<file path="src/rtl/wcld_pkg.sv">
// wcld_pkg: types, constants and the log2 mantissa table for the
// wavelet coefficient display mapper. No dependencies.
package wcld_pkg;

    // configuration register width and indexes
    localparam int CFG_W     = 13;
    localparam int CFG_IDX_W = 2;

    typedef enum logic [CFG_IDX_W-1:0] {
        REG_IMAGE_WIDTH  = 2'd0,
        REG_IMAGE_HEIGHT = 2'd1
    } cfg_reg_t;

    localparam logic [CFG_W-1:0] IMAGE_WIDTH_RST  = 13'd640;
    localparam logic [CFG_W-1:0] IMAGE_HEIGHT_RST = 13'd480;

    localparam int GRAY_W = 8;
    localparam logic [GRAY_W-1:0] GRAY_MAX = 8'd255;

    // log2 of x carries this many fraction bits
    localparam int LOG_FRAC = 6;
    // 20 * L is built as (L << 4) + (L << 2)
    localparam int MUL_SH_HI = 4;
    localparam int MUL_SH_LO = 2;

    // per-item tag decided by the front part
    typedef struct packed {
        logic approx_band;
        logic frame_last;
    } item_tag_t;

    localparam int TAG_W = $bits(item_tag_t);

    // round(64 * log2(1 + m/64))
    function automatic logic [LOG_FRAC-1:0] log_mant(input logic [LOG_FRAC-1:0] m);
        logic [LOG_FRAC-1:0] t;
        case (m)
            6'd0:  t = 6'd0;   6'd1:  t = 6'd1;   6'd2:  t = 6'd3;   6'd3:  t = 6'd4;
            6'd4:  t = 6'd6;   6'd5:  t = 6'd7;   6'd6:  t = 6'd8;   6'd7:  t = 6'd10;
            6'd8:  t = 6'd11;  6'd9:  t = 6'd12;  6'd10: t = 6'd13;  6'd11: t = 6'd15;
            6'd12: t = 6'd16;  6'd13: t = 6'd17;  6'd14: t = 6'd18;  6'd15: t = 6'd19;
            6'd16: t = 6'd21;  6'd17: t = 6'd22;  6'd18: t = 6'd23;  6'd19: t = 6'd24;
            6'd20: t = 6'd25;  6'd21: t = 6'd26;  6'd22: t = 6'd27;  6'd23: t = 6'd28;
            6'd24: t = 6'd29;  6'd25: t = 6'd30;  6'd26: t = 6'd31;  6'd27: t = 6'd32;
            6'd28: t = 6'd34;  6'd29: t = 6'd35;  6'd30: t = 6'd35;  6'd31: t = 6'd36;
            6'd32: t = 6'd37;  6'd33: t = 6'd38;  6'd34: t = 6'd39;  6'd35: t = 6'd40;
            6'd36: t = 6'd41;  6'd37: t = 6'd42;  6'd38: t = 6'd43;  6'd39: t = 6'd44;
            6'd40: t = 6'd45;  6'd41: t = 6'd46;  6'd42: t = 6'd47;  6'd43: t = 6'd47;
            6'd44: t = 6'd48;  6'd45: t = 6'd49;  6'd46: t = 6'd50;  6'd47: t = 6'd51;
            6'd48: t = 6'd52;  6'd49: t = 6'd52;  6'd50: t = 6'd53;  6'd51: t = 6'd54;
            6'd52: t = 6'd55;  6'd53: t = 6'd56;  6'd54: t = 6'd56;  6'd55: t = 6'd57;
            6'd56: t = 6'd58;  6'd57: t = 6'd59;  6'd58: t = 6'd60;  6'd59: t = 6'd60;
            6'd60: t = 6'd61;  6'd61: t = 6'd62;  6'd62: t = 6'd63;  6'd63: t = 6'd63;
            default: t = 6'd0;
        endcase
        return t;
    endfunction

endpackage

</file>
<file path="src/rtl/wcld_front.sv">
// wcld_front: configuration registers, raster position counters and
// per-item classification (approximation band, frame end). Uses wcld_pkg.
module wcld_front
    import wcld_pkg::*;
#(
    parameter int COEF_BITS = 24,
    parameter int MAX_SIDE  = 4096
)
(
    input  logic                 clk,
    input  logic                 rst_n,
    input  logic                 cfg_wen,
    input  logic [CFG_IDX_W-1:0] cfg_index,
    input  logic [CFG_W-1:0]     cfg_data,
    input  logic                 in_valid,
    output logic                 in_ready,
    input  logic [COEF_BITS-1:0] in_coef,
    input  logic                 q_full,
    output logic                 q_push,
    output logic [COEF_BITS-1:0] q_coef,
    output item_tag_t            q_tag
);

    localparam int CNT_W  = $clog2(MAX_SIDE);
    localparam int SIDE_W = $clog2(MAX_SIDE + 1);
    localparam int CMP_W  = ((SIDE_W > CFG_W) ? SIDE_W : CFG_W) + 1;

    logic [CFG_W-1:0] image_width_reg;
    logic [CFG_W-1:0] image_height_reg;
    logic [CNT_W-1:0] column_count_reg, column_count_next;
    logic [CNT_W-1:0] row_count_reg, row_count_next;

    logic [CMP_W-1:0] w_eff, h_eff, col_ext, row_ext;
    logic             row_end, frame_end, approx;

    // register writes; indexes past the list are dropped
    always_ff @(posedge clk or negedge rst_n)
    begin
        if (!rst_n)
        begin
            image_width_reg  <= IMAGE_WIDTH_RST;
            image_height_reg <= IMAGE_HEIGHT_RST;
        end
        else if (cfg_wen)
        begin
            case (cfg_index)
                REG_IMAGE_WIDTH:  image_width_reg  <= cfg_data;
                REG_IMAGE_HEIGHT: image_height_reg <= cfg_data;
                default: ;
            endcase
        end
    end

    // sides in effect, clamped to 1..MAX_SIDE
    always_comb
    begin
        if (image_width_reg == '0)
            w_eff = CMP_W'(1);
        else if (CMP_W'(image_width_reg) > CMP_W'(MAX_SIDE))
            w_eff = CMP_W'(MAX_SIDE);
        else
            w_eff = CMP_W'(image_width_reg);

        if (image_height_reg == '0)
            h_eff = CMP_W'(1);
        else if (CMP_W'(image_height_reg) > CMP_W'(MAX_SIDE))
            h_eff = CMP_W'(MAX_SIDE);
        else
            h_eff = CMP_W'(image_height_reg);
    end

    // classification of the current position
    assign col_ext   = CMP_W'(column_count_reg);
    assign row_ext   = CMP_W'(row_count_reg);
    assign approx    = (col_ext < (w_eff >> 1)) && (row_ext < (h_eff >> 1));
    assign row_end   = (col_ext + CMP_W'(1)) >= w_eff;
    assign frame_end = row_end && ((row_ext + CMP_W'(1)) >= h_eff);

    assign in_ready = !q_full;
    assign q_push   = in_valid && in_ready;
    assign q_coef   = in_coef;
    assign q_tag    = '{approx_band: approx, frame_last: frame_end};

    // position update
    always_comb
    begin
        column_count_next = column_count_reg;
        row_count_next    = row_count_reg;
        if (row_end)
        begin
            column_count_next = '0;
            row_count_next    = frame_end ? '0 : row_count_reg + CNT_W'(1);
        end
        else
        begin
            column_count_next = column_count_reg + CNT_W'(1);
        end
    end

    always_ff @(posedge clk or negedge rst_n)
    begin
        if (!rst_n)
        begin
            column_count_reg <= '0;
            row_count_reg    <= '0;
        end
        else if (q_push)
        begin
            column_count_reg <= column_count_next;
            row_count_reg    <= row_count_next;
        end
    end

endmodule

</file>
<file path="src/rtl/wcld_queue.sv">
// wcld_queue: short FIFO of classified items between front and back.
// Uses wcld_pkg only for house consistency of widths passed in.
module wcld_queue
    import wcld_pkg::*;
#(
    parameter int WIDTH = 26,
    parameter int DEPTH = 2
)
(
    input  logic             clk,
    input  logic             rst_n,
    input  logic             push,
    input  logic [WIDTH-1:0] push_data,
    output logic             full,
    input  logic             pop,
    output logic             valid,
    output logic [WIDTH-1:0] head_data
);

    localparam int PTR_W = (DEPTH > 1) ? $clog2(DEPTH) : 1;
    localparam int CNT_W = $clog2(DEPTH + 1);

    logic [WIDTH-1:0] mem [DEPTH];
    logic [PTR_W-1:0] wr_ptr_reg, rd_ptr_reg;
    logic [CNT_W-1:0] count_reg;

    assign full      = (count_reg == CNT_W'(DEPTH));
    assign valid     = (count_reg != '0);
    assign head_data = mem[rd_ptr_reg];

    // storage
    always_ff @(posedge clk)
    begin
        if (push)
            mem[wr_ptr_reg] <= push_data;
    end

    // pointers and fill count
    always_ff @(posedge clk or negedge rst_n)
    begin
        if (!rst_n)
        begin
            wr_ptr_reg <= '0;
            rd_ptr_reg <= '0;
            count_reg  <= '0;
        end
        else
        begin
            if (push)
                wr_ptr_reg <= (wr_ptr_reg == PTR_W'(DEPTH - 1)) ? '0 : wr_ptr_reg + PTR_W'(1);
            if (pop)
                rd_ptr_reg <= (rd_ptr_reg == PTR_W'(DEPTH - 1)) ? '0 : rd_ptr_reg + PTR_W'(1);
            if (push && !pop)
                count_reg <= count_reg + CNT_W'(1);
            else if (pop && !push)
                count_reg <= count_reg - CNT_W'(1);
        end
    end

    a_count_bound: assert property (@(posedge clk) disable iff (!rst_n)
        count_reg <= CNT_W'(DEPTH))
        else $error("queue count above depth");

    a_no_overflow: assert property (@(posedge clk) disable iff (!rst_n)
        push |-> (!full || pop))
        else $error("queue push while full");

    a_no_underflow: assert property (@(posedge clk) disable iff (!rst_n)
        pop |-> valid)
        else $error("queue pop while empty");

    a_count_step: assert property (@(posedge clk) disable iff (!rst_n)
        (push && !pop) |=> (count_reg == $past(count_reg) + CNT_W'(1)))
        else $error("queue count did not follow push");

endmodule

</file>
<file path="src/rtl/wcld_back.sv">
// wcld_back: magnitude, leading-one search, log2 table and scaling to a
// gray level, as a stalling pipeline with an output register. Uses wcld_pkg.
module wcld_back
    import wcld_pkg::*;
#(
    parameter int COEF_BITS = 24,
    parameter int FRAC_BITS = 8
)
(
    input  logic                 clk,
    input  logic                 rst_n,
    input  logic                 q_valid,
    output logic                 q_pop,
    input  logic [COEF_BITS-1:0] q_coef,
    input  item_tag_t            q_tag,
    output logic                 out_valid,
    input  logic                 out_ready,
    output logic [GRAY_W-1:0]    out_gray,
    output logic                 out_last
);

    localparam int X_W = COEF_BITS + 1;
    localparam int P_W = $clog2(X_W);
    localparam int L_W = P_W + LOG_FRAC + 1;
    localparam int G_W = L_W + MUL_SH_HI + 1;

    logic adv;

    // stage 1: magnitude, x = |v| + 1, approximation value
    logic [COEF_BITS-1:0] mag;
    logic [COEF_BITS-1:0] trunc;
    logic                 s1_valid_reg;
    logic [X_W-1:0]       s1_x_reg;
    logic [GRAY_W-1:0]    s1_approx_reg;
    item_tag_t            s1_tag_reg;

    // stage 2: leading-one position
    logic [P_W-1:0]       lead;
    logic                 s2_valid_reg;
    logic [X_W-1:0]       s2_x_reg;
    logic [P_W-1:0]       s2_p_reg;
    logic [GRAY_W-1:0]    s2_approx_reg;
    item_tag_t            s2_tag_reg;

    // stage 3: log2 with 6 fraction bits
    logic [X_W+LOG_FRAC-1:0] norm;
    logic [LOG_FRAC-1:0]     mant;
    logic                    s3_valid_reg;
    logic [L_W-1:0]          s3_l_reg;
    logic [GRAY_W-1:0]       s3_approx_reg;
    item_tag_t               s3_tag_reg;

    // output stage: 20 * L / 64 and saturation
    logic [G_W-1:0]    scaled;
    logic [G_W-1:0]    gray_log;
    logic [GRAY_W-1:0] gray_sel;
    logic              out_valid_reg;
    logic [GRAY_W-1:0] out_gray_reg;
    logic              out_last_reg;

    // whole pipeline moves unless the output item is held
    assign adv   = !out_valid_reg || out_ready;
    assign q_pop = adv && q_valid;

    assign mag   = q_coef[COEF_BITS-1] ? (~q_coef + COEF_BITS'(1)) : q_coef;
    assign trunc = mag >> FRAC_BITS;

    always_ff @(posedge clk)
    begin
        if (adv)
        begin
            s1_x_reg      <= X_W'(mag) + (X_W'(1) << FRAC_BITS);
            s1_approx_reg <= (trunc > COEF_BITS'(GRAY_MAX)) ? GRAY_MAX : GRAY_W'(trunc);
            s1_tag_reg    <= q_tag;
        end
    end

    // priority encoder, highest set bit wins
    always_comb
    begin
        lead = '0;
        for (int i = 0; i < X_W; i++)
        begin
            if (s1_x_reg[i])
                lead = P_W'(i);
        end
    end

    always_ff @(posedge clk)
    begin
        if (adv)
        begin
            s2_x_reg      <= s1_x_reg;
            s2_p_reg      <= lead;
            s2_approx_reg <= s1_approx_reg;
            s2_tag_reg    <= s1_tag_reg;
        end
    end

    // six bits under the leading one, zero-filled when x is short
    assign norm = {s2_x_reg, {LOG_FRAC{1'b0}}} >> s2_p_reg;
    assign mant = norm[LOG_FRAC-1:0];

    always_ff @(posedge clk)
    begin
        if (adv)
        begin
            s3_l_reg <= ((L_W'(s2_p_reg) - L_W'(FRAC_BITS)) << LOG_FRAC)
                        + L_W'(log_mant(mant));
            s3_approx_reg <= s2_approx_reg;
            s3_tag_reg    <= s2_tag_reg;
        end
    end

    assign scaled   = (G_W'(s3_l_reg) << MUL_SH_HI) + (G_W'(s3_l_reg) << MUL_SH_LO);
    assign gray_log = scaled >> LOG_FRAC;
    assign gray_sel = s3_tag_reg.approx_band ? s3_approx_reg
                    : ((gray_log > G_W'(GRAY_MAX)) ? GRAY_MAX : GRAY_W'(gray_log));

    always_ff @(posedge clk)
    begin
        if (adv)
        begin
            out_gray_reg <= gray_sel;
            out_last_reg <= s3_tag_reg.frame_last;
        end
    end

    // valid bits of the stages
    always_ff @(posedge clk or negedge rst_n)
    begin
        if (!rst_n)
        begin
            s1_valid_reg  <= 1'b0;
            s2_valid_reg  <= 1'b0;
            s3_valid_reg  <= 1'b0;
            out_valid_reg <= 1'b0;
        end
        else if (adv)
        begin
            s1_valid_reg  <= q_valid;
            s2_valid_reg  <= s1_valid_reg;
            s3_valid_reg  <= s2_valid_reg;
            out_valid_reg <= s3_valid_reg;
        end
    end

    assign out_valid = out_valid_reg;
    assign out_gray  = out_gray_reg;
    assign out_last  = out_last_reg;

endmodule

</file>
<file path="src/rtl/wavelet_coef_log_display_core.sv">
// Wavelet coefficient to display gray level mapper, top level.
// Ties wcld_front, wcld_queue and wcld_back together; uses wcld_pkg.
//
// Usage:
//   s_tvalid/s_tready/s_tdata take one signed coefficient per item, in raster
//   order. m_tvalid/m_tready/m_tdata/m_tlast give one gray level per item;
//   m_tlast marks the final pixel of a frame.
//   cfg_wen/cfg_index/cfg_data write image_width (index 0) and image_height
//   (index 1); write them only while no item is in flight.
// Timing:
//   One item per clock sustained while m_tready stays high. A result passes
//   through its queue entry and then the magnitude register, which the queue
//   head feeds directly, then leading-one search, log2 table, and the 20x
//   scale into the output register, one register each.
// Reset:
//   Clears the position counters, the queue and all stage valid bits;
//   width and height return to 640 and 480.
// Stall:
//   While m_tready is low the back pipeline holds; the two-entry queue then
//   fills and s_tready drops. No item is dropped or repeated.
module wavelet_coef_log_display_core
    import wcld_pkg::*;
#(
    parameter int COEF_BITS = 24,
    parameter int FRAC_BITS = 8,
    parameter int MAX_SIDE  = 4096
)
(
    input  logic                           clk,
    input  logic                           rst_n,
    input  logic                           cfg_wen,
    input  logic [CFG_IDX_W-1:0]           cfg_index,
    input  logic [CFG_W-1:0]               cfg_data,
    input  logic                           s_tvalid,
    output logic                           s_tready,
    input  logic [((COEF_BITS+7)/8)*8-1:0] s_tdata,   // coefficient
    output logic                           m_tvalid,
    input  logic                           m_tready,
    output logic [GRAY_W-1:0]              m_tdata,   // gray_level
    output logic                           m_tlast    // frame_last
);

    localparam int Q_W = COEF_BITS + TAG_W;

    logic                 q_push, q_full, q_pop, q_valid;
    logic [COEF_BITS-1:0] front_coef, back_coef;
    item_tag_t            front_tag, back_tag;
    logic [Q_W-1:0]       q_head;

    wcld_front #(
        .COEF_BITS (COEF_BITS),
        .MAX_SIDE  (MAX_SIDE)
    ) u_front (
        .clk       (clk),
        .rst_n     (rst_n),
        .cfg_wen   (cfg_wen),
        .cfg_index (cfg_index),
        .cfg_data  (cfg_data),
        .in_valid  (s_tvalid),
        .in_ready  (s_tready),
        .in_coef   (s_tdata[COEF_BITS-1:0]),
        .q_full    (q_full),
        .q_push    (q_push),
        .q_coef    (front_coef),
        .q_tag     (front_tag)
    );

    wcld_queue #(
        .WIDTH (Q_W),
        .DEPTH (2)
    ) u_queue (
        .clk       (clk),
        .rst_n     (rst_n),
        .push      (q_push),
        .push_data ({front_tag, front_coef}),
        .full      (q_full),
        .pop       (q_pop),
        .valid     (q_valid),
        .head_data (q_head)
    );

    assign back_coef = q_head[COEF_BITS-1:0];
    assign back_tag  = item_tag_t'(q_head[Q_W-1:COEF_BITS]);

    wcld_back #(
        .COEF_BITS (COEF_BITS),
        .FRAC_BITS (FRAC_BITS)
    ) u_back (
        .clk       (clk),
        .rst_n     (rst_n),
        .q_valid   (q_valid),
        .q_pop     (q_pop),
        .q_coef    (back_coef),
        .q_tag     (back_tag),
        .out_valid (m_tvalid),
        .out_ready (m_tready),
        .out_gray  (m_tdata),
        .out_last  (m_tlast)
    );

endmodule
</file>
<file path="config.mk">
export PLATFORM = sky130hd
export DESIGN_NAME = wavelet_coef_log_display_core
export DESIGN_NICKNAME = d
export VERILOG_FILES = /design/src/rtl/wcld_pkg.sv /design/src/rtl/wcld_front.sv /design/src/rtl/wcld_queue.sv /design/src/rtl/wcld_back.sv /design/src/rtl/wavelet_coef_log_display_core.sv
export SDC_FILE = /design/constraint.sdc
export NUM_CORES = 1
export LEC_CHECK = 0
export ABC_AREA = 1
export BUFFER_PORTS_ARGS = -buffer_cell sky130_fd_sc_hd__buf_2
export CORE_MARGIN = 2
export CORE_UTILIZATION = 28
export DETAILED_ROUTE_END_ITERATION = 7
export PLACE_DENSITY = 0.43
export SETUP_SLACK_MARGIN = 0.5
export SYNTH_ARGS = -nofsm -noshare
export SYNTH_HDL_FRONTEND = slang
export SYNTH_SLANG_ARGS = --single-unit
</file>
<file path="constraint.sdc">
create_clock -name clk -period 4.9 [get_ports clk]
set_input_delay 0.98 -clock clk [delete_from_list [all_inputs] [get_ports clk]]
set_output_delay 0.98 -clock clk [all_outputs]
set_load 0.01 [all_outputs]
</file>
==> results of run 1 <==
## area by class of cell
class / instances / area [sq um]
Sequential cell: 216 / 6200
Multi-Input combinational cell: 917 / 5150
Tap cell: 585 / 732
Fill cell: 4559 / 29000
Clock buffer: 30 / 708
Inverter: 173 / 649
Clock inverter: 22 / 214
Timing Repair Buffer: 65 / 353
## cells in the final DEF, fill, tap and decap left out, drive strengths merged, types with 5 or more instances in the layout
cell / n
dfrtp: 52
o21a: 5
clkbuf: 30
dfstp: 6
xor2: 37
inv: 173
o21ai: 129
or2: 9
ha: 70
nor2: 103
buf: 65
nand3: 64
o211ai: 6
nor4: 9
a21oi: 41
clkinv: 15
nor3: 14
o22ai: 8
o221ai: 6
xnor2: 13
nand4: 18
nand2: 350
edfxtp: 158
## power by group
part           internal [mW]  leakage (nW)  switching, mW
clock                   1.21         0.443          0.821
sequential              2.79          2.18          0.372
combinational           1.46          3.37           2.81
## layer usage
metal	GRT usage	wire, microns
met5	0	0
met1	0.173	13700
met3	0.0164	803
met2	0.207	12500
met4	0.0347	559
## critical path, cell delays in order (launching register included)
cell and delay, ns:
dfrtp_1 0.41, inv_1 0.09, nor3_1 0.31, nand4_1 0.18
nor2_1 0.22, nand2_1 0.11, nor2_1 0.12, xor2_1 0.16
inv_1 0.08, ha_1 0.31, a21o_1 0.18, a211oi_1 0.24
nand3_1 0.21, nand2_1 0.17, inv_1 0.26, nand3_1 0.15
o21ai_0 0.09
## path summary, 6_finish.rpt
check / start / end / slack (ns) / cells past startpoint
max in group asynchronous: rst_n / u_back.s2_valid_reg / 3.77 / 2
hold / removal: u_back.s2_approx_reg[3] / u_back.s3_approx_reg[3] / 0.42 / 0
setup reg to reg: u_front.column_count_reg[0] / u_front.row_count_reg[2] / 1.47 / 16
min in group asynchronous: rst_n / u_front.image_height_reg[4] / 0.59 / 2
hold reg to reg: u_back.s2_approx_reg[3] / u_back.s3_approx_reg[3] / 0.42 / 0
setup / recovery: u_front.column_count_reg[0] / u_front.row_count_reg[2] / 1.47 / 16
## cell families (layout without fill, tap and decap cells)
group,after synthesis,count (layout),synth area share
AOI/OAI and AO/OA,221,221,0.105
buffers and inverters,203,290,0.0670
other,1,1,0.000308
adders and majority gates,70,70,0.0720
DFF,216,216,0.510
muxes,2,2,0.00165
xor gates and xnor gates,50,50,0.0394
and+or+nand+nor,573,573,0.205
## through the flow
| stage | power (mW) | std cells |
|---|---|---|
| finish | 9.46 | 2008 |
| global route | 10.4 | 2008 |
| CTS | 9.61 | 2008 |
| detailed placement | 7.51 | 1956 |
| global placement | 7.50 | 1956 |
| floorplan | 6.41 | 1336 |
==> results.md, run 1 <==
- Outcome: completed
- Synth top area cells: edfxtp_1 (39%), dfrtp_1 (11%), nand2_1 (11%)
- Max reg flops: 52
- # nets final: 1515
- Vias in the first global route: 8774
- PortBufs: 54
- Post-synth net total: 1450
- Warning count from the yosys run: 0
- Initial antenna violation count: 0
- Synth async-reset ratio: 0.269
- GR Overflow Total: 0
- Global-route wire length before repair: 45700 microns
- Die Area: 0.0451 sq mm
- WL/cell: 13.8 microns
- Distinct cells, synth: 59
- Slew @ Worst Pin: 1.04 ns
- Hold Vio Cnt, Final: 0
- Drt first pass iters: 5
- RSZ-0062 raised after global routing: false
- Via count: 8840
- Area Growth Syn to Fin: 15.2%
- Area of the core: 0.0430 sq mm
- Final worst path period need: 3.43 ns
- Max Root-Sink Buffers: 3
- EDFF count, synth: 158
- Cell Area, Synth: 0.0122 sq mm
- Synth Instances: 1336
- Seq/Total Area, Yosys: 0.510
- Placed cell areas: 0.0131 sq mm
- Post-CTS setup buffers: 0
- Yosys top cell by area: edfxtp_1
- Worst Hold Class: reg -> reg
- WP data arrival: 3.85 ns
- Max Fclk: 0.291 GHz
- Cell with the most instances after synthesis: nand2_1
- Post-synth top area share: 0.390
- Max_slew headroom: 0.291
- Max Slew Vio Count: 0
- Fin crit share: 0.701
- Site row count: 76
- Data required, critical path: 5.31 ns
- Antenna diodes: 0
- Routability cong.: 0.792
- Avg Inst Size Synth: 9.10 sq um
- Cts hold-fix bufs: 0
- CTS root buf: clkbuf_16
- Chip height: 212 microns
- Hpwl dp: 20400 microns
- Util after Layout: 0.326
- CTS buffer count: 28
- Lkg Pwr: 6.00 nW
- Initial Utilization: 0.283
- Maxcap violations: 0
- Worst-Skew Late Latency: 0.56 ns
- Final setup viols: 0
- Worst hold margin: 0.416 ns
- Worst-path fanout max: 16
- Layout cell share with drive strength beyond 1: 0.119
- Clk sinks: 216
- Largest net degree at the start of global routing: 64
- CTS tree: yes
- Max IR drop VDD: 0.000270 V
- Pwr Density: 675 mW/mm^2
- Antenna-violating nets left: 0
- DRC violations left: 0
- 1st-iter DRT viols: 385
- Placement Setup Slack: 1.47 ns
- Ys flop type: edfxtp_1
- Startpoint Class: register
- Clk slew on worst S/H paths: 0.06 ns
- Post-synth top cells: nand2_1 (341), inv_1 (164), edfxtp_1 (158)
- Die width: 212 microns
- Max H-tree Level: 1
- Critical path class: reg -> reg
- Post_cts resized: 0
- CP endpoint kind: register
- Post-route clock skew: 0.0229 ns
- Post-route cell area: 0.0140 sq mm
- Vias/cell: 4.40
- Final worst setup slack: 1.47 ns
- IO Pins: 55
- Gr usage total: 0.126
- Setup tns final: 0 ns
- Number of synthesized register bits: 216
- DRT Wirelength: 27600 microns
Power figures use the tool's default switching activity.
==> run 2, diff against run 1 <==
--- a/config.mk
+++ b/config.mk
@@ -5,12 +5,12 @@
 export SDC_FILE = /design/constraint.sdc
 export NUM_CORES = 1
 export LEC_CHECK = 0
-export ABC_AREA = 1
+export ABC_AREA = 0
 export BUFFER_PORTS_ARGS = -buffer_cell sky130_fd_sc_hd__buf_2
 export CORE_MARGIN = 2
 export CORE_UTILIZATION = 28
 export DETAILED_ROUTE_END_ITERATION = 7
-export PLACE_DENSITY = 0.43
+export PLACE_DENSITY = 0.44
 export SETUP_SLACK_MARGIN = 0.5
 export SYNTH_ARGS = -nofsm -noshare
 export SYNTH_HDL_FRONTEND = slang
==> constraint.sdc (replaced) <==
create_clock -name clk -period 2.9 [get_ports clk]
set_input_delay 0.58 -clock clk [delete_from_list [all_inputs] [get_ports clk]]
set_output_delay 0.58 -clock clk [all_outputs]
set_load 0.01 [all_outputs]
==> run 2 against run 1 <==
  * Die area grew 2.4%
  * Clock power grew 58%
  * Global-route usage grew 0.46 points
  * Critical path type unchanged
  * Largest cell class is now multi-input combinational cells
==> results.md, run 2 <==
- Outcome: completed
- Clk sinks: 216 (unchanged)
- FF+latch area: 0.00621 sq mm (+0.18%)
- Max H-tree Level: 1 (unchanged)
- Layout cell share with drive strength beyond 1: 0.459 (+0.340)
- CTS tree: yes
- Synth async-reset ratio: 0.269 (unchanged)
- IO Pins: 55 (unchanged)
- Lkg Pwr: 6.94 nW (+16%)
- Fillers: 4338 (-4.8%)
- Die Area: 0.0462 sq mm (+2.4%)
- DRT Wirelength: 30100 microns (+9.0%)
- Max_slew headroom: 0.504 (+0.213)
- Worst r2r path cells: 13 (-3)
- Data required, critical path: 3.32 ns (-1.99 ns)
- Cell Area, Synth: 0.0125 sq mm (+2.5%)
- Post-synth top area share: 0.381 (-0.00952)
- Most frequent cells in the layout: buf_4 (192), edfxtp_1 (158), nand2_1 (65)
- Initial antenna violation count: 0 (unchanged)
- Gr usage total: 0.130 (+0.00457)
- 1st-iter DRT viols: 354 (-8.1%)
- Warning count from the yosys run: 0 (unchanged)
- Avg Inst Size Synth: 12.0 sq um (+32%)
- EDFF count, synth: 158 (unchanged)
- Area Growth Syn to Fin: 40.8%
- Post-synth net total: 1153 (-20%)
- Vias in the first global route: 9372 (+6.8%)
- Via count: 9026 (+2.1%)
- Most common cell after layout, fill and taps aside: buf_4
- Clk slew on worst S/H paths: 0.06 ns (about the same)
- RSZ-0062 raised after global routing: true
- Chip height: 215 microns (+1.2%)
- Post-Layout Cell Count: 1947 (-3.0%)
- Post-synth top cells: edfxtp_1 (158), nand2_1 (76), ha_1 (70)
- Site row count: 77 (+1.3%)
- Max Fclk: 0.349 GHz (+20%)
- PortBufs: 54 (unchanged)
- Total power: 18.7 mW (+97%)
- Die width: 215 microns (+1.2%)
- Final setup viols: 0 (unchanged)
- Seq/Total Area, Yosys: 0.498 (-0.0124)
- Largest net degree at the start of global routing: 111 (+73%)
- Max reg flops: 52 (unchanged)
- Area of the core: 0.0441 sq mm (+2.7%)
- Initial Utilization: 0.282 (-0.000442)
- Placed Cells: 1811 (-7.4%)
- Drt first pass iters: 4 (-1)
- Antenna diodes: 0 (unchanged)
- Routability cong.: 0.775 (-2.2%)
- Hold Crit Depth: 1 (+1)
- Worst hold margin: 0.209 ns (-0.207 ns)
- CTS buffer count: 26 (-7.1%)
- WP data arrival: 3.28 ns (-0.57 ns)
- Post-route clock skew: 0.0258 ns (+0.00285 ns)
- Max IR drop VDD: 0.000517 V (+92%)
- Final worst path period need: 2.87 ns (-0.568 ns)
- # nets final: 1452 (-4.2%)
- CP endpoint kind: register
- WL/cell: 15.5 microns (+12%)
- CTS root buf: clkbuf_16
- Hpwl dp: 21400 microns (+5.1%)
- Maxcap violations: 0 (unchanged)
- Critical path class: reg -> reg
- Distinct cells, synth: 97 (+64%)
- Slew @ Worst Pin: 0.723 ns (-0.313 ns)
- Startpoint Class: register
- Hold Vio Cnt, Final: 0 (unchanged)
- Area occupied by multi-input gates: 0.00708 sq mm (+37%)
- Combinational share of power: 0.542 (+0.091)
- Max Root-Sink Buffers: 3 (unchanged)
- Global-route wire length before repair: 49400 microns (+8.2%)
- GR Overflow Total: 0 (unchanged)
- Synth Instances: 1039 (-22%)
- Fin crit share: 0.988 (+0.288)
- Share of power burned in registers: 0.285 (-0.049)
- Clk pwr share: 0.172 (-0.043)
- Worst-path fanout max: 5 (-11)
- Cell internal pwr: 11.9 mW (+120%)
- Number of synthesized register bits: 216 (unchanged)
- Antenna-violating nets left: 0 (unchanged)
- DRC violations left: 0 (unchanged)
- Synth top area cells: edfxtp_1 (38%), dfrtp_1 (10%), ha_1 (7.0%)
- Sw power: 6.80 mW (+70%)
- Ys flop type: edfxtp_1
- Worst Hold Class: in -> reg
- Switching share of power: 0.365 (-0.0582)
- Cell with the most instances after synthesis: edfxtp_1
- Vias/cell: 4.64 (+5.3%)
- Max Slew Vio Count: 0 (unchanged)
- Yosys top cell by area: edfxtp_1
- Pwr Density: 1060 mW/mm^2 (+58%)
- Worst-Skew Late Latency: 0.56 ns (about the same)
[run 2: cell types whose count changed in the layout (fill, tap and decap cells not counted), sizes merged, moves of 14 or more]
| cell | change |
|---|---|
| a21o | +14 |
| buf | +237 |
| inv | -133 |
| mux2 | +43 |
| mux2i | +42 |
| mux4 | +16 |
| nand2 | -274 |
| nand2b | +21 |
| nand3 | -38 |
| nand4 | -14 |
| nor2 | -42 |
| nor3 | +16 |
| o21ai | -68 |
| xnor2 | +28 |
[run 2: cell type report]
type,count,share of cell area
inverter,42,0.00991
multi-input combinational,749,0.403
tap,592,0.0422
timing repair buffer,303,0.143
clock inverter,13,0.00884
clock buffer,32,0.0389
sequential,216,0.354
[run 2: final timing paths]
kind,startpoint,to,slack (ns)
max reg2reg,u_front.image_width_reg[5],u_front.row_count_reg[0],0.03
max,u_front.image_width_reg[5],u_front.row_count_reg[0],0.03
min,s_tdata[21],u_queue.mem[0][21],0.21
max in group asynchronous,rst_n,u_front.image_width_reg[7],1.58
min in group asynchronous,rst_n,u_front.image_width_reg[4],0.53
min reg2reg,u_back.s2_approx_reg[5],u_back.s3_approx_reg[5],0.42
[run 2: cell families after synthesis]
family,synth area share
adders and majority gates,0.0703
buffers and inverters,0.0304
AOI/OAI and AO/OA,0.119
muxes,0.106
and+or+nand+nor,0.126
other,0.000301
xor gates and xnor gates,0.0495
DFF,0.498
[run 2: power by group through the flow]
stage / sequential (mW) / combinational (mW) / clock [mW]
after floorplan: 5.12 / 5.26 / 0
after global placement: 5.30 / 7.69 / 0
after detailed placement: 5.32 / 7.72 / 0
after CTS: 5.30 / 9.32 / 3.32
after global routing: 5.44 / 11.1 / 3.45
final: 5.32 / 10.1 / 3.21
[run 2: worst max-delay path, stage by stage, from the launching register on]
cell      delay, ns
dfrtp_1        0.39
nor4_2         0.32
a31oi_1        0.14
nor2_1         0.12
ha_1           0.24
nand2b_4       0.13
a21o_1         0.14
a21o_1         0.15
a21o_1         0.15
a211o_1        0.31
a21oi_4        0.19
nor3_2         0.05
buf_4          0.17
mux2_4         0.26
[run 2: per-stage QoR]
stage | instance area [sq um] | util | TNS [ns] | worst slack [ns]
2_1_floorplan | 12800 | - | -7.92 | -0.537
6_report | 17600 | 0.398 | 0 | 0.0334
4_1_cts | 16900 | 0.384 | 0 | 0.0455
5_1_grt | 17600 | 0.398 | -2.69 | -0.140
3_3_place_gp | 14800 | 0.335 | -0.679 | -0.0618
3_5_place_dp | 14800 | 0.335 | -1.40 | -0.132
[run 2: repair_timing]
item	4_1_cts	5_1_grt
endpoints found under the setup margin	63	64
cloned	5	0
hold endpoints to repair	15	0
buffers inserted	66	19
gates resized for setup	142	98
pin swaps	75	55
hold buffers	1	0
[run 2: layer usage]
layer | routed length (microns) | track usage | share of wire | up-vias
met5 | 0 | 0 | 0 | -
met1 | 14300 | 0.174 | 0.47 | 4386
met2 | 14500 | 0.221 | 0.48 | 85
met4 | 587 | 0.0372 | 0.019 | 0
met3 | 807 | 0.0178 | 0.027 | 38
li1 | - | - | - | 4517
